==> config.mk <==
export PLATFORM = sky130hd
export DESIGN_NAME = sakvc_front
export DESIGN_NICKNAME = d
export VERILOG_FILES = /design/src/hdl/sakvc_pkg.sv /design/src/hdl/sakvc_front.sv
export SDC_FILE = /design/constraint.sdc
export NUM_CORES = 1
export LEC_CHECK = 0
export BUFFER_PORTS_ARGS = -buffer_cell sky130_fd_sc_hd__buf_2
export CAP_MARGIN = 20
export CORE_ASPECT_RATIO = 0.8
export CORE_MARGIN = 3
export CORE_UTILIZATION = 45
export CTS_CLUSTER_DIAMETER = 40
export DETAILED_ROUTE_END_ITERATION = 16
export PLACE_DENSITY = 0.69
export SLEW_MARGIN = 5
export SYNTH_ARGS = -nofsm -noshare
export SYNTH_HDL_FRONTEND = slang
export SYNTH_SLANG_ARGS = --single-unit
==> constraint.sdc <==
create_clock -name clk -period 32.4 [get_ports clk]
set_input_delay 4.86 -clock clk [delete_from_list [all_inputs] [get_ports clk]]
set_output_delay 4.86 -clock clk [all_outputs]
set_load 0.03 [all_outputs]
==> src/hdl/sakvc_pkg.sv <==
// Package for the set-associative keyed value cache.
// Holds payload structs, opcodes, sizing constants and the front-to-back command type.
// No dependencies.
package sakvc_pkg;

  localparam int unsigned DefWays     = 4;
  localparam int unsigned DefSets     = 127;
  localparam int unsigned DefKeyWidth = 32;
  localparam int unsigned HoldW       = 16;
  localparam logic [HoldW-1:0] HoldMax = 16'hFFFF;

  typedef enum logic [1:0] {
    OP_LOOKUP = 2'd0,
    OP_STORE  = 2'd1,
    OP_INVAL  = 2'd2,
    OP_WINDOW = 2'd3
  } opcode_t;

  typedef enum logic [1:0] {
    ST_HIT     = 2'd0,
    ST_MISS    = 2'd1,
    ST_NOCACHE = 2'd2
  } status_t;

  typedef struct packed {
    logic [1:0]  opcode;
    logic [31:0] object_id;
    logic [31:0] property_key;
    logic [31:0] store_value;
    logic [7:0]  pending_invals;
  } in_item_t;

  typedef struct packed {
    logic [1:0]  status;
    logic [31:0] read_value;
  } out_item_t;

  typedef enum logic [2:0] {
    BK_IDLE,
    BK_READ,
    BK_WAIT,
    BK_EXEC,
    BK_SWEEP,
    BK_SWEEP_WAIT,
    BK_CLEAR,
    BK_OUT
  } bk_state_t;

  typedef enum logic [2:0] {
    FR_IDLE,
    FR_HASH,
    FR_SUM,
    FR_MOD,
    FR_PUSH
  } fr_state_t;

endpackage

==> src/hdl/sakvc_front.sv <==
// Front end of the keyed value cache: accepts items and computes the set index.
// Depends on sakvc_pkg. The hash is reduced mod SETS by summing per-bit residues
// and then trimming the sum with compare and subtract steps.
module sakvc_front #(
  parameter int unsigned SETS = sakvc_pkg::DefSets,
  parameter int unsigned KEY_WIDTH = sakvc_pkg::DefKeyWidth,
  parameter int unsigned SET_W = 7
) (
  input  logic                clk,
  input  logic                rst,
  input  sakvc_pkg::in_item_t in_item,
  input  logic                in_valid,
  output logic                in_ready,
  output sakvc_pkg::in_item_t cmd_item,
  output logic [SET_W-1:0]    cmd_set,
  output logic                cmd_valid,
  input  logic                cmd_ready
);
  import sakvc_pkg::*;

  // The shifted id keeps 36 bits; the shifted key never reaches past them
  localparam int unsigned HW = 36;
  localparam int unsigned GB = 9;
  localparam int unsigned NG = HW / GB;
  localparam int unsigned PW = SET_W + 4;
  localparam int unsigned AW = SET_W + 6;

  // Residue of 2^i mod SETS for every hash bit, packed SET_W bits apiece
  function automatic logic [HW*SET_W-1:0] res_table();
    logic [HW*SET_W-1:0] t;
    int unsigned r;
    t = '0;
    r = 1 % SETS;
    for (int i = 0; i < HW; i++) begin
      t[i*SET_W +: SET_W] = SET_W'(r);
      r = (r * 2) % SETS;
    end
    return t;
  endfunction

  localparam logic [HW*SET_W-1:0] RES = res_table();

  fr_state_t      state, state_next;
  in_item_t       item, in_m;
  logic [HW-1:0]  hash;
  logic [PW-1:0]  psum [NG];
  logic [PW-1:0]  psum_next [NG];
  logic [AW-1:0]  acc, tot, red;
  logic [SET_W-1:0] rem;
  logic [KEY_WIDTH-1:0] key_m;
  logic [HW-1:0]  id_sh, key_sh;

  // Mask key to KEY_WIDTH and build the unreduced hash
  always_comb begin
    key_m  = KEY_WIDTH'({32'd0, in_item.property_key});
    in_m   = in_item;
    in_m.property_key = 32'(key_m);
    id_sh  = HW'({in_item.object_id, 4'd0});
    key_sh = HW'(key_m >> 3);
  end

  // Sum the residues of the set bits, one group of bits per partial sum
  always_comb begin
    for (int g = 0; g < NG; g++) begin
      psum_next[g] = '0;
      for (int b = 0; b < GB; b++) begin
        if (hash[g*GB+b]) psum_next[g] = psum_next[g] + PW'(RES[(g*GB+b)*SET_W +: SET_W]);
      end
    end
  end

  // Add the partial sums and take off 32, 16 and 8 times SETS where they fit
  always_comb begin
    tot = '0;
    for (int g = 0; g < NG; g++) tot = tot + AW'(psum[g]);
    if (tot >= AW'(32 * SETS)) tot = tot - AW'(32 * SETS);
    if (tot >= AW'(16 * SETS)) tot = tot - AW'(16 * SETS);
    if (tot >= AW'(8 * SETS))  tot = tot - AW'(8 * SETS);
  end

  // Finish with 4, 2 and 1 times SETS
  always_comb begin
    red = acc;
    if (red >= AW'(4 * SETS)) red = red - AW'(4 * SETS);
    if (red >= AW'(2 * SETS)) red = red - AW'(2 * SETS);
    if (red >= AW'(SETS))     red = red - AW'(SETS);
  end

  always_comb begin
    state_next = state;
    in_ready   = 1'b0;
    cmd_valid  = 1'b0;
    case (state)
      FR_IDLE: begin
        in_ready = 1'b1;
        if (in_valid) state_next = FR_HASH;
      end
      FR_HASH: state_next = FR_SUM;
      FR_SUM:  state_next = FR_MOD;
      FR_MOD:  state_next = FR_PUSH;
      FR_PUSH: begin
        cmd_valid = 1'b1;
        if (cmd_ready) state_next = FR_IDLE;
      end
      default: state_next = FR_IDLE;
    endcase
  end

  always_ff @(posedge clk) begin
    if (rst) begin
      state <= FR_IDLE;
    end else begin
      state <= state_next;
    end
  end

  // Capture the item and advance the reduction one stage a cycle
  always_ff @(posedge clk) begin
    case (state)
      FR_IDLE: begin
        item <= in_m;
        hash <= id_sh ^ key_sh;
      end
      FR_HASH: psum <= psum_next;
      FR_SUM:  acc  <= tot;
      FR_MOD:  rem  <= red[SET_W-1:0];
      default: ;
    endcase
  end

  assign cmd_item = item;
  assign cmd_set  = rem;

endmodule

==> results.toml, run 1 <==
[synth]
synth_mux_area_share_pct = 1.62
synth_fa_ha_area_share_pct = 7.29
synthArstFlopShare_pct = 0
ys.flop_type = "edfxtp_1"
synth_compound_area_share_pct = 7.07
synthXorXnorAreaFrac_pct = 7.31
synthSimpleGateAreaFrac_pct = 8.80
ys_ff_latch = 190
synth_edf_count = 187
synth_area_um2 = 8890
yosys.cell_types.count = 75
yosysWarnings = 0
synth_top_family_by_area = "simple AND/OR/NAND/NOR gates"
syn_avg_cell_area_um2 = 14.3
ys_seq_area_share_pct = 63.9
syn_inst = 622

[setup_path]
crit_type = "flop to output port"
critPathTopFamily = "buffers and inverters"
crit_arrival_ns = 1.98
crit_path_max_incr_delay_ns = 0.62
crit_buf_inv = 2
path_cells = "nor3_2, buf_4, buf_2"
cp-end-kind = "output port"
r2r_end = "acc[4]"
r2r-start = "psum[1]"
required_ns = 27.54
r2r_slack_ns = 26.94
path_max_fanout = 57
r2r_cells = 20
cpMaxStageDelayCell = "buf_4"
start_kind = "flop"

[sta]
post-route-period-util_pct = 21.1
setup_slack_ns = 25.56
period_minus_slack_ns = 6.84
worst_pin_slew_ns = 0.931
slew_headroom_pct = 38.0
report.final.slew_viol_count = 0
fmax_ghz = 0.146
setup_viol = 0
rsz0062_at_grt = "false"
hold_violations = 0
timing.setup.tns_ns = 0
fin_worst_skew_ns = 0.0127

[clock_tree]
cts_buffers = 17
clock_path_buffers = 2
hold_buffers = 0
clk_pin_slew_ns = 0.07
cts-root-buf = "clkbuf_16"
worst_skew_pair.late_latency_ns = 0.43
clock_sinks = 190
cts_setup_buffers = 0
cts_tree = "done"
cts_resized = 0
cts_max_level = 4

[global_routing]
grt_max_degree = 77
grt_pass1_wl_um = 27800
use_met1_pct = 19.7
grt_util_met3_pct = 7.53
grt.total_usage_pct = 16.4
grt-ovfl-total = 0
top_usage_layer = "met2"
grt_pass1_vias = 5630
antenna_found_initial = 1
grtUsageMet2_pct = 26.9

[min_path]
hold_path_end = "psum[12]"
min_path_cells = 0
worstHoldStart = "hash[22]"
hp-class = "flop to flop"

[floorplan]
num_rows = 45
die_h_um = 132
io_pins = 225
start_util_pct = 46.3
dieArea_um2 = 21500
die_w_um = 163
core_area_um2 = 19200

[route]
dr.pass1.iters = 4
drc_errors = 0
drt_iter0_drc = 290
route.vias.total = 5510
wl_per_cell_um = 14.9
antenna_left = 0
vias_per_cell = 4.92
wirelength_um = 16700

[status]
status = "complete, no violations"

[cells_and_area]
nets = 1000
drive_gt1_share_pct = 33.2
fillers = 1556
fin_cells = 1121
synthToLayoutAreaGrowth_pct = 21.8

[placed_design]
placed_cells = 1088
gp_congestion = 0.843
pre_cts_ws_ns = 25.97
dpl.hpwl_um = 12700
port_buffers = 224

[power_and_ir_drop]
p_int_mw = 0.542
p_clk_share_pct = 23.8
peakVddDrop_uv = 45.3
p_sw_mw = 0.314
comb_power_share_pct = 35.8
power_leakage_nw = 4.39
powerDensity_nw_per_um2 = 79.1
power.share.sequential_pct = 40.3
swShare_pct = 36.7

[job]
max_cap_viol_count = 0
[sequential cells by signal, summed over array words and instances (netlist names)]
register and count:
cmd_set 7, acc 13, cmd_item 106, state 3
hash 25, psum 36
[Yosys cell counts, drive strengths merged, types with 3 or more instances]
library cell | n | share of area, %
o211ai | 3 | 0.25
fa | 18 | 4.1
buf | 19 | 1.6
edfxtp | 187 | 63
a41oi | 3 | 0.38
dfxtp | 3 | 0.68
o21ai | 24 | 1.4
nor3 | 9 | 0.51
nor3b | 7 | 0.76
nor4b | 3 | 0.30
a21o | 5 | 0.42
mux2 | 8 | 1.1
xor2 | 46 | 4.5
and2 | 3 | 0.21
inv | 56 | 2.4
nor2b | 7 | 0.49
xnor2 | 26 | 2.8
ha | 23 | 3.2
a211oi | 7 | 0.87
nand2b | 3 | 0.21
nand4 | 9 | 0.63
mux2i | 5 | 0.56
nand3 | 13 | 0.93
nand2 | 35 | 1.5
and3 | 6 | 0.42
nor2 | 28 | 1.2
nor4 | 3 | 0.38
a21oi | 23 | 1.5
[cell families after synthesis]
family	count (synthesis)
simple gates	140
flops	190
compound gates	89
fa+ha+maj	41
buf+inv	76
other cells	1
mux	13
xor+xnor	72
[layer usage]
metal | routed length [µm] | vias up
met4 | 225 | 0
met5 | 0 | -
met3 | 1420 | 16
met2 | 8330 | 149
li1 | - | 2720
met1 | 6740 | 2625
[worst max-delay path by stage]
stage / start / to / slack, ns / cells past startpoint
CTS: state[0] / in_ready / 25.50 / 3
global route: state[0] / in_ready / 25.39 / 3
detailed placement: state[0] / in_ready / 25.97 / 3
floorplan: state[2] / in_ready / 17.69 / 1
finish: state[0] / in_ready / 25.56 / 3
global placement: state[0] / in_ready / 26.01 / 3
[cell type report]
class | count | area (µm²) | share of cell area, %
multi-input combinational | 357 | 2870 | 26.5
clock inverter | 14 | 168 | 1.55
antenna | 1 | 2.50 | 0.0231
sequential | 190 | 5680 | 52.4
inverter | 56 | 210 | 1.94
tap | 258 | 323 | 2.98
timing repair buffer | 227 | 1140 | 10.6
clock buffer | 18 | 429 | 3.96
[cells in the final DEF, fill, tap and decap left out, types with 3 or more instances in the layout]
| cell type | netlist | routed |
|---|---|---|
| xnor2_1 | 25 | 25 |
| dfxtp_1 | 3 | 3 |
| a21o_1 | 5 | 5 |
| o21ai_1 | 10 | 10 |
| buf_2 | 4 | 224 |
| edfxtp_1 | 187 | 187 |
| clkinv_8 | 0 | 5 |
| nand2_1 | 34 | 34 |
| nor2_1 | 28 | 28 |
| inv_6 | 0 | 3 |
| mux2i_1 | 5 | 5 |
| nor3b_2 | 3 | 5 |
| a21oi_1 | 21 | 21 |
| clkinv_4 | 0 | 3 |
| nor4b_1 | 3 | 3 |
| ha_1 | 23 | 23 |
| nor2b_1 | 7 | 7 |
| o211ai_1 | 3 | 3 |
| nand2b_1 | 3 | 3 |
| nand3_1 | 11 | 11 |
| buf_4 | 12 | 3 |
| clkbuf_16 | 0 | 17 |
| and3_1 | 6 | 6 |
| and2_1 | 3 | 3 |
| o21ai_0 | 13 | 13 |
| fa_1 | 18 | 18 |
| a211oi_1 | 5 | 5 |
| mux2_2 | 7 | 7 |
| xor2_1 | 46 | 46 |
| inv_1 | 56 | 56 |
| nor3_1 | 9 | 8 |
| inv_8 | 0 | 3 |
| nand4_1 | 9 | 9 |
[power groups by stage]
stage,clock [mW],combinational (mW),sequential [mW]
after floorplan,0,0.207,0.388
after global placement,0,0.303,0.349
after detailed placement,0,0.307,0.351
after CTS,0.209,0.308,0.346
after global routing,0.219,0.348,0.350
final,0.204,0.307,0.345
[per-stage QoR]
step	area, µm²	hold WS [ns]	utilization, %	power, mW
after detailed placement	10200	0.407	53.3	0.657
after floorplan	8890	0.400	-	0.595
after global routing	10800	0.426	56.4	0.918
final	10800	0.427	56.4	0.856
after CTS	10800	0.424	56.4	0.863
after global placement	10200	0.406	53.3	0.652
Note: power is estimated with default switching activity, not from simulation.
==> run 2: changes to the inputs <==
- clock period: 32.4 -> 6.55 ns (I/O delays scaled with it)
==> results.toml, run 2 (synthesized netlist as in run 1, its figures left out) <==
[power_and_ir_drop]
power.share.sequential_pct = 39.9
peakVddDrop_uv = 196
powerDensity_nw_per_um2 = 395
p_clk_share_pct = 24.3
comb_power_share_pct = 35.8
p_int_mw = 2.69
p_sw_mw = 1.60
swShare_pct = 37.2
power_leakage_nw = 4.40

[setup_path]
r2r_end = "acc[4]"
required_ns = 6.73
path_cells = "inv_1, fa_1, inv_1, fa_1, ha_1, inv_1, fa_1, nor2b_1, o21ai_1, a21boi_0, o21ai_1, nand3_1, nand4b_1, or4_1, and2_1, ha_1, a31oi_1, o41ai_1, o21ai_1, mux2_2"
r2r_cells = 20
cp-end-kind = "flop"
crit_path_max_incr_delay_ns = 0.74
cpMaxStageDelayCell = "or4_1"
path_max_fanout = 9
start_kind = "flop"
critPathTopFamily = "adder cells"
crit_arrival_ns = 5.53
crit_start = "psum[1]"
crit_buf_inv = 3
r2r_slack_ns = 1.20
crit_type = "flop to flop"
r2r-start = "psum[1]"

[clock_tree]
clock_path_buffers = 2
clock_sinks = 190
cts_buffers = 17
cts-root-buf = "clkbuf_16"
cts_resized = 0
clk_pin_slew_ns = 0.07
cts_max_level = 4
hold_buffers = 0
cts_setup_buffers = 0
worst_skew_pair.late_latency_ns = 0.44
cts_tree = "done"

[global_routing]
grt-ovfl-total = 0
grt_pass1_wl_um = 27700
top_usage_layer = "met2"
grt_util_met3_pct = 7.72
use_met1_pct = 20.1
antenna_found_initial = 1
grt_pass1_vias = 5502
grtUsageMet2_pct = 26.6
grt_max_degree = 69
grt.total_usage_pct = 16.6

[sta]
slew_headroom_pct = 41.1
setup_viol = 0
worst_pin_slew_ns = 0.884
report.final.slew_viol_count = 0
rsz0062_at_grt = "false"
fmax_ghz = 0.187
hold_violations = 0
post-route-period-util_pct = 81.7
period_minus_slack_ns = 5.35
timing.setup.tns_ns = 0
whs_ns = 0.421
fin_worst_skew_ns = 0.0146

[job]
max_cap_viol_count = 0

[route]
wl_per_cell_um = 15.3
vias_per_cell = 4.91
dr.pass1.iters = 4
antenna_left = 0
wirelength_um = 17100
route.vias.total = 5510
drc_errors = 0
drt_iter0_drc = 347

[floorplan]
num_rows = 45
io_pins = 225
die_h_um = 132
dieArea_um2 = 21500
die_w_um = 163
start_util_pct = 46.3
core_area_um2 = 19200

[cells_and_area]
register_area_um2 = 5680
final_cell_mix = "224 x buf_2, 187 x edfxtp_1, 56 x inv_1"
synthToLayoutAreaGrowth_pct = 22.1
drive_gt1_share_pct = 33.1
largest_reg_flops = 106
fillers = 1585
fin_util_pct = 56.5
multi_input_area_um2 = 2880
nets = 1001
final_common_cell = "buf_2"

[min_path]
hp-class = "flop to flop"
worstHoldStart = "hash[15]"
min_path_cells = 0
hold_path_end = "psum[23]"

[placed_design]
dpl.hpwl_um = 13100
port_buffers = 224
gp_congestion = 0.805

[status]
status = "complete, no violations"
run 2: power by group through the flow:
| stage | clock network [mW] | registers (mW) | logic [mW] |
|---|---|---|---|
| floorplan | 0 | 1.89 | 1.02 |
| global placement | 0 | 1.73 | 1.50 |
| detailed placement | 0 | 1.74 | 1.53 |
| CTS | 1.07 | 1.71 | 1.53 |
| global route | 1.11 | 1.73 | 1.72 |
| finish | 1.04 | 1.71 | 1.54 |
run 2: worst max-delay path by stage:
| stage | endpoint | slack (ns) | cells after the start |
|---|---|---|---|
| after CTS | acc[4] | 1.25 | 20 |
| after floorplan | acc[4] | 1.65 | 21 |
| after global routing | acc[4] | 0.89 | 20 |
| final | acc[4] | 1.20 | 20 |
| after global placement | acc[4] | 1.38 | 20 |
| after detailed placement | acc[4] | 1.29 | 16 |
run 2: metrics by stage:
stage / area (µm²) / setup slack [ns] / power, mW / cells
2_1_floorplan: 8900 / 1.65 / 2.91 / 623
3_3_place_gp: 10200 / 1.38 / 3.23 / 1089
3_5_place_dp: 10200 / 1.29 / 3.26 / 1089
4_1_cts: 10900 / 1.25 / 4.31 / 1121
5_1_grt: 10900 / 0.886 / 4.57 / 1122
6_report: 10900 / 1.20 / 4.29 / 1122
run 2: metal layers:
metal | share of wire, % | up-vias | routed length [µm]
li1 | - | 2714 | -
met2 | 50 | 151 | 8540
met5 | 0 | - | 0
met4 | 0.97 | 0 | 167
met1 | 40 | 2633 | 6860
met3 | 9.2 | 12 | 1570
run 2: area by class of cell:
class / instances / area share, %
clock inverter: 14 / 1.75
clock buffer: 18 / 3.95
tap: 258 / 2.97
inverter: 56 / 1.94
antenna: 1 / 0.0230
timing repair buffer: 228 / 10.6
multi-input combinational: 357 / 26.5
sequential: 190 / 52.3
