==> config.mk <==
export PLATFORM = sky130hd
export DESIGN_NAME = sakvc_queue
export DESIGN_NICKNAME = d
export VERILOG_FILES = /design/src/hdl/sakvc_pkg.sv /design/src/hdl/sakvc_queue.sv
export SDC_FILE = /design/constraint.sdc
export NUM_CORES = 1
export LEC_CHECK = 0
export BUFFER_PORTS_ARGS = -buffer_cell sky130_fd_sc_hd__buf_4
export CORE_AREA = 2 2 133 135
export CTS_CLUSTER_DIAMETER = 60
export CTS_CLUSTER_SIZE = 12
export DETAILED_ROUTE_END_ITERATION = 8
export DIE_AREA = 0 0 135 137
export GPL_ROUTABILITY_DRIVEN = 0
export GPL_TIMING_DRIVEN = 0
export HOLD_SLACK_MARGIN = 0.08
export PLACE_DENSITY = 0.85
export RECOVER_POWER = 100
export SYNTH_ARGS = -nofsm -noshare
export SYNTH_HDL_FRONTEND = slang
export SYNTH_SLANG_ARGS = --single-unit
==> constraint.sdc <==
create_clock -name clk -period 6.7 [get_ports clk]
set_input_delay 0.67 -clock clk [delete_from_list [all_inputs] [get_ports clk]]
set_output_delay 0.67 -clock clk [all_outputs]
set_load 0.005 [all_outputs]
==> src/hdl/sakvc_pkg.sv <==
// Package for the set-associative keyed value cache.
// Holds payload structs, opcodes, sizing constants and the front-to-back command type.
// No dependencies.
package sakvc_pkg;

  localparam int unsigned DefWays     = 4;
  localparam int unsigned DefSets     = 127;
  localparam int unsigned DefKeyWidth = 32;
  localparam int unsigned HoldW       = 16;
  localparam logic [HoldW-1:0] HoldMax = 16'hFFFF;

  typedef enum logic [1:0] {
    OP_LOOKUP = 2'd0,
    OP_STORE  = 2'd1,
    OP_INVAL  = 2'd2,
    OP_WINDOW = 2'd3
  } opcode_t;

  typedef enum logic [1:0] {
    ST_HIT     = 2'd0,
    ST_MISS    = 2'd1,
    ST_NOCACHE = 2'd2
  } status_t;

  typedef struct packed {
    logic [1:0]  opcode;
    logic [31:0] object_id;
    logic [31:0] property_key;
    logic [31:0] store_value;
    logic [7:0]  pending_invals;
  } in_item_t;

  typedef struct packed {
    logic [1:0]  status;
    logic [31:0] read_value;
  } out_item_t;

  typedef enum logic [2:0] {
    BK_IDLE,
    BK_READ,
    BK_WAIT,
    BK_EXEC,
    BK_SWEEP,
    BK_SWEEP_WAIT,
    BK_CLEAR,
    BK_OUT
  } bk_state_t;

  typedef enum logic [2:0] {
    FR_IDLE,
    FR_HASH,
    FR_SUM,
    FR_MOD,
    FR_PUSH
  } fr_state_t;

endpackage

==> src/hdl/sakvc_queue.sv <==
// Two-entry command queue between front and back of the keyed value cache.
// Depends on sakvc_pkg.
module sakvc_queue #(
  parameter int unsigned SET_W = 7
) (
  input  logic                clk,
  input  logic                rst,
  input  sakvc_pkg::in_item_t wr_item,
  input  logic [SET_W-1:0]    wr_set,
  input  logic                wr_valid,
  output logic                wr_ready,
  output sakvc_pkg::in_item_t rd_item,
  output logic [SET_W-1:0]    rd_set,
  output logic                rd_valid,
  input  logic                rd_ready
);
  import sakvc_pkg::*;

  in_item_t         q_item [2];
  logic [SET_W-1:0] q_set  [2];
  logic             wp, rp;
  logic [1:0]       fill;
  logic             push, pop;

  assign wr_ready = (fill != 2'd2);
  assign rd_valid = (fill != 2'd0);
  assign push     = wr_valid && wr_ready;
  assign pop      = rd_valid && rd_ready;
  assign rd_item  = q_item[rp];
  assign rd_set   = q_set[rp];

  // Advance pointers and count
  always_ff @(posedge clk) begin
    if (rst) begin
      wp   <= 1'b0;
      rp   <= 1'b0;
      fill <= 2'd0;
    end else begin
      if (push) wp <= ~wp;
      if (pop)  rp <= ~rp;
      fill <= fill + {1'b0, push} - {1'b0, pop};
    end
  end

  always_ff @(posedge clk) begin
    if (push) begin
      q_item[wp] <= wr_item;
      q_set[wp]  <= wr_set;
    end
  end

  property p_no_overflow;
    @(posedge clk) disable iff (rst) fill <= 2'd2;
  endproperty
  a_no_overflow: assert property (p_no_overflow) else $error("queue overflow");

  property p_pop_drops;
    @(posedge clk) disable iff (rst) (pop && !push) |=> fill == $past(fill) - 2'd1;
  endproperty
  a_pop_drops: assert property (p_pop_drops) else $error("queue count");

  property p_push_grows;
    @(posedge clk) disable iff (rst) (push && !pop) |=> fill == $past(fill) + 2'd1;
  endproperty
  a_push_grows: assert property (p_push_grows) else $error("queue count");

endmodule

==> impl_metrics.env, run 1 <==
export IMPL_status="complete, but fails checks"
export IMPL_violations="capacitance limit, slew limit"
export IMPL_worstPathRequired_ps=6790
export IMPL_ctsResizeCount=0
export IMPL_grt_overflow_total=0
export IMPL_drt_iter0_markers=172
export IMPL_wl_per_cell_um=18.4
export IMPL_fmax_ghz=0.256
export IMPL_die_h_um=137
export IMPL_cts_sinks=231
export IMPL_routed_wl_um=16000
export IMPL_slew_headroom_pct=-66.4
export IMPL_drv_cap=3
export IMPL_cts_max_level=1
export IMPL_total_power_mw=3.88
export IMPL_synth_net_count=495
export IMPL_critPathLaunchType="register"
export IMPL_layout_commonest_cell="edfxtp_1"
export IMPL_area_growth_pct=25.7
export IMPL_viasPerCell=4.94
export IMPL_die_x_um=135
export IMPL_final_cell_mix="edfxtp_1, clkbuf_4, buf_4"
export IMPL_powerDensity_nw_per_um2=356
export IMPL_drc=0
export IMPL_final_hold_violation_count=0
export IMPL_drtAntennaViolNets=0
export IMPL_seq_area_frac_synth_pct=79.4
export IMPL_grt_max_degree=64
export IMPL_async_flop_share_pct=0
export IMPL_fin_crit_ps=3910
export IMPL_path_class="reg -> reg"
export IMPL_cp_cell_sequence="nand2b_1, nand2_1, nor2_1, clkbuf_1"
export IMPL_setup_viol=0
export IMPL_cp_arrival_ps=3990
export IMPL_diodes=0
export IMPL_clk_pin_slew_worst_paths_ps=60
export IMPL_cp_end_kind="register"
export IMPL_grt_usage_pct=16.6
export IMPL_cts_hold_buf=0
export IMPL_coreArea_um2=17100
export IMPL_dieArea_um2=18500
export IMPL_syn_cell_area_um2=8670
export IMPL_power_leakage_nw=3.95
export IMPL_via_count=4297
export IMPL_worst_slew_pin_slew_ps=2500
export IMPL_grt_pass1_wl_um=23700
export IMPL_ys_ff_latch=231
export IMPL_ys_flop_type="edfxtp_1"
export IMPL_vdd_ir_drop_max_uv=237
export IMPL_dp_hpwl_um=11000
export IMPL_port_buffer_count=231
export IMPL_post_route_period_util_pct=58.3
export IMPL_met1_usage_pct=18.1
export IMPL_rsz0062_at_grt="no"
export IMPL_postCtsSetupBuffers=0
export IMPL_synth_avg_cell_area_um2=23.1
export IMPL_cts_root_buffer="clkbuf_16"
export IMPL_final_layout_size_suffix_gt1_share_pct=40.2
export IMPL_cts_tree="built"
export IMPL_ios=232
export IMPL_grt_pass1_vias=4644
export IMPL_clock_skew_ps=12.8
export IMPL_grt_use_met2_pct=30.9
export IMPL_nets=755
export IMPL_crit_fanout=28
export IMPL_fin_util_pct=63.9
export IMPL_slowest_stage="nor2_1"
export IMPL_synth_cells=376
export IMPL_slowest_delay_ps=1600
export IMPL_ys_warn_count=0
export IMPL_antenna_found_initial=0
export IMPL_cts_buffers=23
export IMPL_synthDistinctLibCells=18
export IMPL_timing_hold_worst_class="in -> reg"
export IMPL_busiest_layer="met2"
export IMPL_initial_core_util_pct=50.9
export IMPL_drv_slew=104
export IMPL_rows=48
export IMPL_met3_usage_pct=5.04
export IMPL_first_pass_iters=4
export IMPL_clockBufferDepth=3
export IMPL_synth_edf_count=226
export IMPL_clk_latency_ps=490
## critical path: cells and delay by family, from the launching register on
kind                   cells  cell delay (ps)
buffers and inverters      1             1220
DFF                        1              380
and+or+nand+nor            3             1880
## power breakdown
group	leakage, nW	total (mW)	internal, mW	switching (mW)
Clock	0.305	1.10	0.629	0.473
Sequential	2.15	1.86	1.82	0.0431
Combinational	1.49	0.914	0.482	0.433
## state kept, by name (all words and copies together) (netlist names), named ones only
name / cells
rp: 1
fill: 2
q_item: 212
q_set: 14
wp: 1
## cells by family after synthesis
logic type | synth area share [%]
compound gates | 0.0866
xor+xnor | 0.303
fa+ha+maj | 0.288
buf+inv | 1.49
flops | 79.4
mux | 17.8
simple gates | 0.620
## per-stage QoR
stage / instances / cell area (um2) / setup WS (ps) / hold WS, ps / TNS [ps]
2_1_floorplan: 376 / 8670 / 661 / 481 / 0
6_report: 870 / 10900 / 2790 / 375 / 0
5_1_grt: 870 / 10900 / 2430 / 359 / 0
3_5_place_dp: 836 / 10800 / 4280 / 526 / 0
4_1_cts: 870 / 11400 / 4220 / 330 / 0
3_3_place_gp: 832 / 10700 / -1600 / 493 / -180460
## path summary, 6_finish.rpt
| path | slack, ps | end | depth (start not counted) | start |
|---|---|---|---|---|
| worst min register to register | 540 | register | 2 | rp$_SDFFE_PP0P_ |
| worst max-delay path | 2790 | q_set[0][4]$_DFFE_PP_ | 4 | fill[0]$_SDFF_PP0_ |
| worst max register to register | 2790 | q_set[0][4]$_DFFE_PP_ | 4 | fill[0]$_SDFF_PP0_ |
| worst min-delay path | 380 | register | 2 | rst |
## per-layer routing
metal  routed length, um  up-vias
met2                8420      169
met3                1310       30
met1                5970     2092
met5                   0        -
met4                 334        0
li1                    -     2006
## Yosys cell counts (2+ instances only)
cell	n	share of area (%)
edfxtp_1	226	78
mux2_4	70	12
mux2_2	44	5.7
buf_6	8	1.0
dfxtp_1	5	1.2
nor2_1	5	0.22
buf_2	4	0.23
ha_1	2	0.29
nor2b_1	2	0.14
xnor2_1	2	0.20
## area by class of cell
type | instances | area [um2]
clock buffer | 32 | 609
inverter | 1 | 3.75
sequential | 231 | 6890
fill | 1284 | 6150
buffer | 13 | 48.8
timing repair buffer | 235 | 1630
multi-input combinational | 131 | 1420
clock inverter | 2 | 20.0
tap | 225 | 282
Note: power is estimated with default switching activity, not from simulation.
==> run 2, diff against run 1 <==
==> constraint.sdc (replaced) <==
create_clock -name clk -period 3.75 [get_ports clk]
set_input_delay 0.375 -clock clk [delete_from_list [all_inputs] [get_ports clk]]
set_output_delay 0.375 -clock clk [all_outputs]
set_load 0.005 [all_outputs]
==> run 2 against run 1 <==
  * The run now ends clean
  * Critical path depth rose by 1
  * Utilization rose by 7.0 points
  * Sequential cell count unchanged
  * Hold slack got worse by 200 ps
  * Via count increased by 12%
  * Routed wire length up 16%
  * Total power is 83% higher
  * Non-clock buffer count increased by 113
  * Clock power grew 79%
  * Sequential share of layout area decreased by 6.2 points
  * Design area increased by 11%
  * Sequential power increased by 79%
==> impl_metrics.env, run 2 (synthesis results as in run 1) <==
export IMPL_final_area_um2=12100
export IMPL_clk_pin_slew_worst_paths_ps=60
export IMPL_postCtsSetupBuffers=0
export IMPL_setup_viol=0
export IMPL_top_layer_used="met4"
export IMPL_critPathLaunchType="register"
export IMPL_rsz0062_at_grt="no"
export IMPL_grt_overflow_total=0
export IMPL_dp_hpwl_um=11100
export IMPL_area_growth_pct=39.4
export IMPL_drtAntennaViolNets=0
export IMPL_rrSetupSlack_ps=1130
export IMPL_fin_crit_ps=2760
export IMPL_largest_reg_flops=212
export IMPL_post_route_period_util_pct=73.5
export IMPL_slew_headroom_pct=39.5
export IMPL_power_leakage_nw=4.45
export IMPL_grt_pass1_wl_um=26800
export IMPL_die_h_um=137
export IMPL_antenna_found_initial=0
export IMPL_routed_wl_um=18600
export IMPL_crit_fanout=10
export IMPL_cts_sinks=231
export IMPL_cts_tree="built"
export IMPL_cts_root_buffer="clkbuf_16"
export IMPL_routed_wl_met2_um=10000
export IMPL_instances_no_fill=982
export IMPL_vdd_ir_drop_max_uv=503
export IMPL_path_class="reg -> out"
export IMPL_wl_met1_um=7050
export IMPL_worstRegToRegCells=4
export IMPL_top_regs="q_item x212, q_set x14, fill x2"
export IMPL_final_cell_mix="edfxtp_1, dlygate4sd3_1, clkbuf_4"
export IMPL_via_count=4820
export IMPL_final_layout_size_suffix_gt1_share_pct=34.8
export IMPL_drv_cap=0
export IMPL_fin_tns_setup_ps=0
export IMPL_port_buffer_count=231
export IMPL_timing_hold_worst_class="in -> reg"
export IMPL_status="complete, no violations"
export IMPL_hold_end="q_item[1][70]$_DFFE_PP_"
export IMPL_dieArea_um2=18500
export IMPL_grt_pass1_vias=5166
export IMPL_ios=232
export IMPL_worst_slew_pin_slew_ps=908
export IMPL_viasPerCell=4.91
export IMPL_powerDensity_nw_per_um2=587
export IMPL_worstPathRequired_ps=3380
export IMPL_cp_end_kind="primary output"
export IMPL_regMostFlops="q_item"
export IMPL_fmax_ghz=0.363
export IMPL_drv_slew=0
export IMPL_fillers=1107
export IMPL_cp_arrival_ps=2380
export IMPL_hold_start="wr_item[70]"
export IMPL_grt_usage_pct=18.8
export IMPL_r2r_end="q_item[0][78]$_DFFE_PP_"
export IMPL_first_pass_iters=5
export IMPL_met3_length_um=1120
export IMPL_timing_rr_start="fill[0]$_SDFF_PP0_"
export IMPL_drt_iter0_markers=211
export IMPL_clock_skew_ps=24.0
export IMPL_placed_cell_area_um2=10800
export IMPL_dpl_cell_count=836
export IMPL_coreArea_um2=17100
export IMPL_ctsResizeCount=0
export IMPL_wl_per_cell_um=18.9
export IMPL_clk_latency_ps=490
export IMPL_final_hold_violation_count=0
export IMPL_nets=868
export IMPL_drc=0
export IMPL_clockBufferDepth=3
export IMPL_rows=48
export IMPL_cts_max_level=1
export IMPL_layout_commonest_cell="edfxtp_1"
export IMPL_grt_max_degree=70
export IMPL_die_x_um=135
export IMPL_initial_core_util_pct=50.9
export IMPL_cts_buffers=23
export IMPL_whs_path_depth=1
-- run 2: changes by cell type in the layout (fill, tap and decap cells not counted), moves of 6 or more --
cell / before / now
clkbuf_1: 70 / 64
clkbuf_4: 100 / 94
dlygate4sd3_1: 0 / 113
buf_6: 0 / 8
-- run 2: how the worst max path moves through the flow --
stage | slack, ps | depth (start not counted) | to | start
final | 990 | 5 | rd_item[66] | register
after detailed placement | 1700 | 4 | q_item[0][65]$_DFFE_PP_ | fill[0]$_SDFF_PP0_
after CTS | 1570 | 5 | rd_item[98] | register
after global placement | -1070 | 2 | q_item[1][73]$_DFFE_PP_ | fill[0]$_SDFF_PP0_
after floorplan | 90 | 2 | q_item[1][0]$_DFFE_PP_ | fill[0]$_SDFF_PP0_
after global routing | 870 | 5 | rd_item[66] | register
-- run 2: what timing repair did --
action | CTS | global route
setup endpoints to repair | 0 | 0
hold endpoints to repair | 208 | 20
hold buffers | 103 | 10
-- run 2: worst max-delay path, stage by stage, from the launching register on --
cell and delay (ps):
dfxtp_1 320, buf_6 110, clkbuf_1 680, buf_6 260, mux2_1 360, buf_4 150
-- run 2: routing by layer --
| metal | global-route usage [%] | up-vias |
|---|---|---|
| li1 | - | 2226 |
| met1 | 21.6 | 2379 |
| met2 | 34.7 | 179 |
| met3 | 5.00 | 36 |
| met4 | 4.98 | 0 |
| met5 | 0 | - |
-- run 2: metrics by stage --
stage          worst slack [ps]  hold slack (ps)  util (%)  power, mW
2_1_floorplan              94.7              447         -       4.46
3_3_place_gp              -1070              494      62.7       5.31
6_report                    993              173      70.9       7.10
3_5_place_dp               1700              514      63.3       5.39
5_1_grt                     869              185      70.9       7.41
4_1_cts                    1570             80.1      73.0       7.43
-- run 2: layout make-up --
type / count / area, um2 / area share (%)
Clock buffer: 31 / 606 / 5.01
Sequential cell: 231 / 6890 / 57.0
Tap cell: 225 / 282 / 2.33
Antenna cell: 1 / 2.50 / 0.0207
Clock inverter: 1 / 11.3 / 0.0931
Timing Repair Buffer: 348 / 2750 / 22.8
Inverter: 1 / 3.75 / 0.0310
Multi-Input combinational cell: 131 / 1440 / 11.9
Buffer: 13 / 109 / 0.900
-- run 2: power breakdown --
group	total, mW	internal [mW]	leakage, nW	switching [mW]
clock network	1.97	1.12	0.299	0.852
registers	3.33	3.24	2.15	0.0888
logic	1.80	0.969	2.00	0.827
==> run 3, diff against run 2 <==
--- a/config.mk
+++ b/config.mk
@@ -6,15 +6,15 @@
 export NUM_CORES = 1
 export LEC_CHECK = 0
 export BUFFER_PORTS_ARGS = -buffer_cell sky130_fd_sc_hd__buf_4
-export CORE_AREA = 2 2 133 135
+export CORE_AREA = 2 2 139 141
 export CTS_CLUSTER_DIAMETER = 60
 export CTS_CLUSTER_SIZE = 12
 export DETAILED_ROUTE_END_ITERATION = 8
-export DIE_AREA = 0 0 135 137
+export DIE_AREA = 0 0 141 143
 export GPL_ROUTABILITY_DRIVEN = 0
 export GPL_TIMING_DRIVEN = 0
 export HOLD_SLACK_MARGIN = 0.08
-export PLACE_DENSITY = 0.85
+export PLACE_DENSITY = 0.82
 export RECOVER_POWER = 100
 export SYNTH_ARGS = -nofsm -noshare
 export SYNTH_HDL_FRONTEND = slang
==> constraint.sdc (replaced) <==
create_clock -name clk -period 2.43 [get_ports clk]
set_input_delay 0.243 -clock clk [delete_from_list [all_inputs] [get_ports clk]]
set_output_delay 0.243 -clock clk [all_outputs]
set_load 0.005 [all_outputs]
==> run 3 against run 2 <==
  * Count of clock-buffer cells in the layout did not move
  * Cell count increased by 0.92%
  * Design area is 2.5% higher
  * Register-to-register slack worse by 870 ps
  * Sequential cell count did not move
  * Clock power increased by 55%
  * Routed wire length fell by 0.77%
  * Hold slack got worse by 38 ps
  * Non-clock buffer count rose by 1
  * Worst setup slack worse by 760 ps
  * Largest cell class unchanged
==> impl_metrics.env, run 3 (synthesis results as in run 1) <==
export IMPL_wl_met1_um=6860
export IMPL_cp_end_kind="primary output"
export IMPL_cts_root_buffer="clkbuf_16"
export IMPL_holdWs_ps=135
export IMPL_path_buf_inv=4
export IMPL_grt_usage_pct=17.8
export IMPL_fmax_ghz=0.455
export IMPL_grt_pass1_vias=5312
export IMPL_crit_fanout=10
export IMPL_path_class="reg -> out"
export IMPL_clk_latency_ps=490
export IMPL_power_leakage_nw=4.69
export IMPL_final_area_um2=12400
export IMPL_seq_power_share_pct=45.4
export IMPL_setup_viol=0
export IMPL_die_x_um=141
export IMPL_cp_arrival_ps=1960
export IMPL_postCtsSetupBuffers=0
export IMPL_status="complete, no violations"
export IMPL_fin_tns_setup_ps=0
export IMPL_slowest_stage="mux2_4"
export IMPL_clk_pin_slew_worst_paths_ps=60
export IMPL_ios=232
export IMPL_diodes=0
export IMPL_coreArea_um2=18600
export IMPL_slew_headroom_pct=47.4
export IMPL_grt_max_degree=62
export IMPL_grt_pass1_wl_um=27900
export IMPL_die_h_um=143
export IMPL_drt_iter0_markers=199
export IMPL_swShare_pct=24.7
export IMPL_largest_reg_flops=212
export IMPL_cts_max_level=1
export IMPL_timing_hold_worst_class="in -> reg"
export IMPL_initial_core_util_pct=46.7
export IMPL_p_int_mw=8.53
export IMPL_pwr_share_comb_pct=27.6
export IMPL_post_route_period_util_pct=90.5
export IMPL_regMostFlops="q_item"
export IMPL_placed_cell_area_um2=10800
export IMPL_routed_wl_met2_um=10000
export IMPL_worst_slew_pin_slew_ps=787
export IMPL_final_layout_size_suffix_gt1_share_pct=45.2
export IMPL_area_growth_pct=42.9
export IMPL_layout_commonest_cell="edfxtp_1"
export IMPL_power_switching_mw=2.80
export IMPL_cts_buffers=23
export IMPL_cp_cell_sequence="clkbuf_1, buf_8, buf_6, mux2_4, buf_4"
export IMPL_worstPathRequired_ps=2190
export IMPL_rows=50
export IMPL_via_count=4846
export IMPL_drc=0
export IMPL_slowest_delay_ps=320
export IMPL_cts_tree="built"
export IMPL_rsz0062_at_grt="no"
export IMPL_top_regs="q_item x212, q_set x14, fill x2"
export IMPL_viasPerCell=4.89
export IMPL_drv_slew=0
export IMPL_wl_per_cell_um=18.6
export IMPL_clock_skew_ps=10.5
export IMPL_antenna_found_initial=0
export IMPL_fin_crit_ps=2200
export IMPL_port_buffer_count=231
export IMPL_path_delay_family="buffers and inverters"
export IMPL_first_pass_iters=4
export IMPL_vdd_ir_drop_max_uv=646
export IMPL_clockBufferDepth=3
export IMPL_drv_cap=0
export IMPL_powerDensity_nw_per_um2=914
export IMPL_final_cell_mix="edfxtp_1, dlygate4sd3_1, clkbuf_4"
export IMPL_routed_wl_um=18400
export IMPL_met3_length_um=1120
export IMPL_top_layer_used="met4"
export IMPL_p_clk_share_pct=27.0
export IMPL_dieArea_um2=20200
export IMPL_critPathLaunchType="register"
export IMPL_total_power_mw=11.3
export IMPL_nets=869
export IMPL_dp_hpwl_um=11300
export IMPL_final_hold_violation_count=0
export IMPL_fin_util_pct=66.7
export IMPL_cts_sinks=231
export IMPL_drtAntennaViolNets=0
export IMPL_grt_overflow_total=0
==> run 3: cell types whose count changed in the layout (fill, tap and decap cells not counted), sizes merged <==
cell,change
buf,-1
clkbuf,+1
diode,-1
dlygate4sd3,+1
==> run 3: area by class of cell <==
cell class / count / area [um2]
buffer: 13 / 118
clock buffer: 31 / 606
clock inverter: 1 / 11.3
fill: 1231 / 6190
inverter: 1 / 3.75
multi-input combinational: 131 / 1680
sequential: 231 / 6890
tap: 234 / 293
timing repair buffer: 349 / 2790
==> run 3: path summary, 6_finish.rpt <==
kind / startpoint / cells past startpoint / slack [ps] / endpoint
worst max-delay path: register / 5 / 230 / rd_item[102]
worst max register to register: fill[0]$_SDFF_PP0_ / 5 / 260 / q_item[0][44]$_DFFE_PP_
worst min register to register: rp$_SDFFE_PP0P_ / 2 / 530 / register
worst min-delay path: wr_valid / 3 / 130 / wp$_SDFFE_PP0N_
==> run 3: repair_timing <==
item | 4_1_cts | 5_1_grt
resized for setup | 0 | 0
hold buffers | 114 | 0
hold endpoints to repair | 230 | 0
==> run 3: tightest hold or removal path: cells and delay by family <==
kind | cells | cell delay, ps
multiplexers | 1 | 150
buffers and inverters | 1 | 120
AND/OR/NAND/NOR | 1 | 80
==> run 3: power groups by stage <==
stage / logic, mW / clock network [mW] / registers [mW]
5_1_grt: 3.34 / 3.29 / 5.19
3_5_place_dp: 3.12 / 0 / 5.23
6_report: 3.13 / 3.05 / 5.15
2_1_floorplan: 1.68 / 0 / 5.20
4_1_cts: 3.29 / 3.14 / 5.15
3_3_place_gp: 2.97 / 0 / 5.24
==> run 3: stage by stage <==
step / cells / worst slack [ps]
after global placement: 841 / -921
final: 991 / 231
after global routing: 991 / 118
after floorplan: 376 / -189
after CTS: 991 / 269
after detailed placement: 845 / 275
==> run 3: per-layer routing <==
| metal | up-vias | track usage [%] |
|---|---|---|
| met5 | - | 0 |
| met1 | 2409 | 19.6 |
| met3 | 38 | 4.56 |
| li1 | 2224 | - |
| met4 | 0 | 5.47 |
| met2 | 175 | 33.6 |
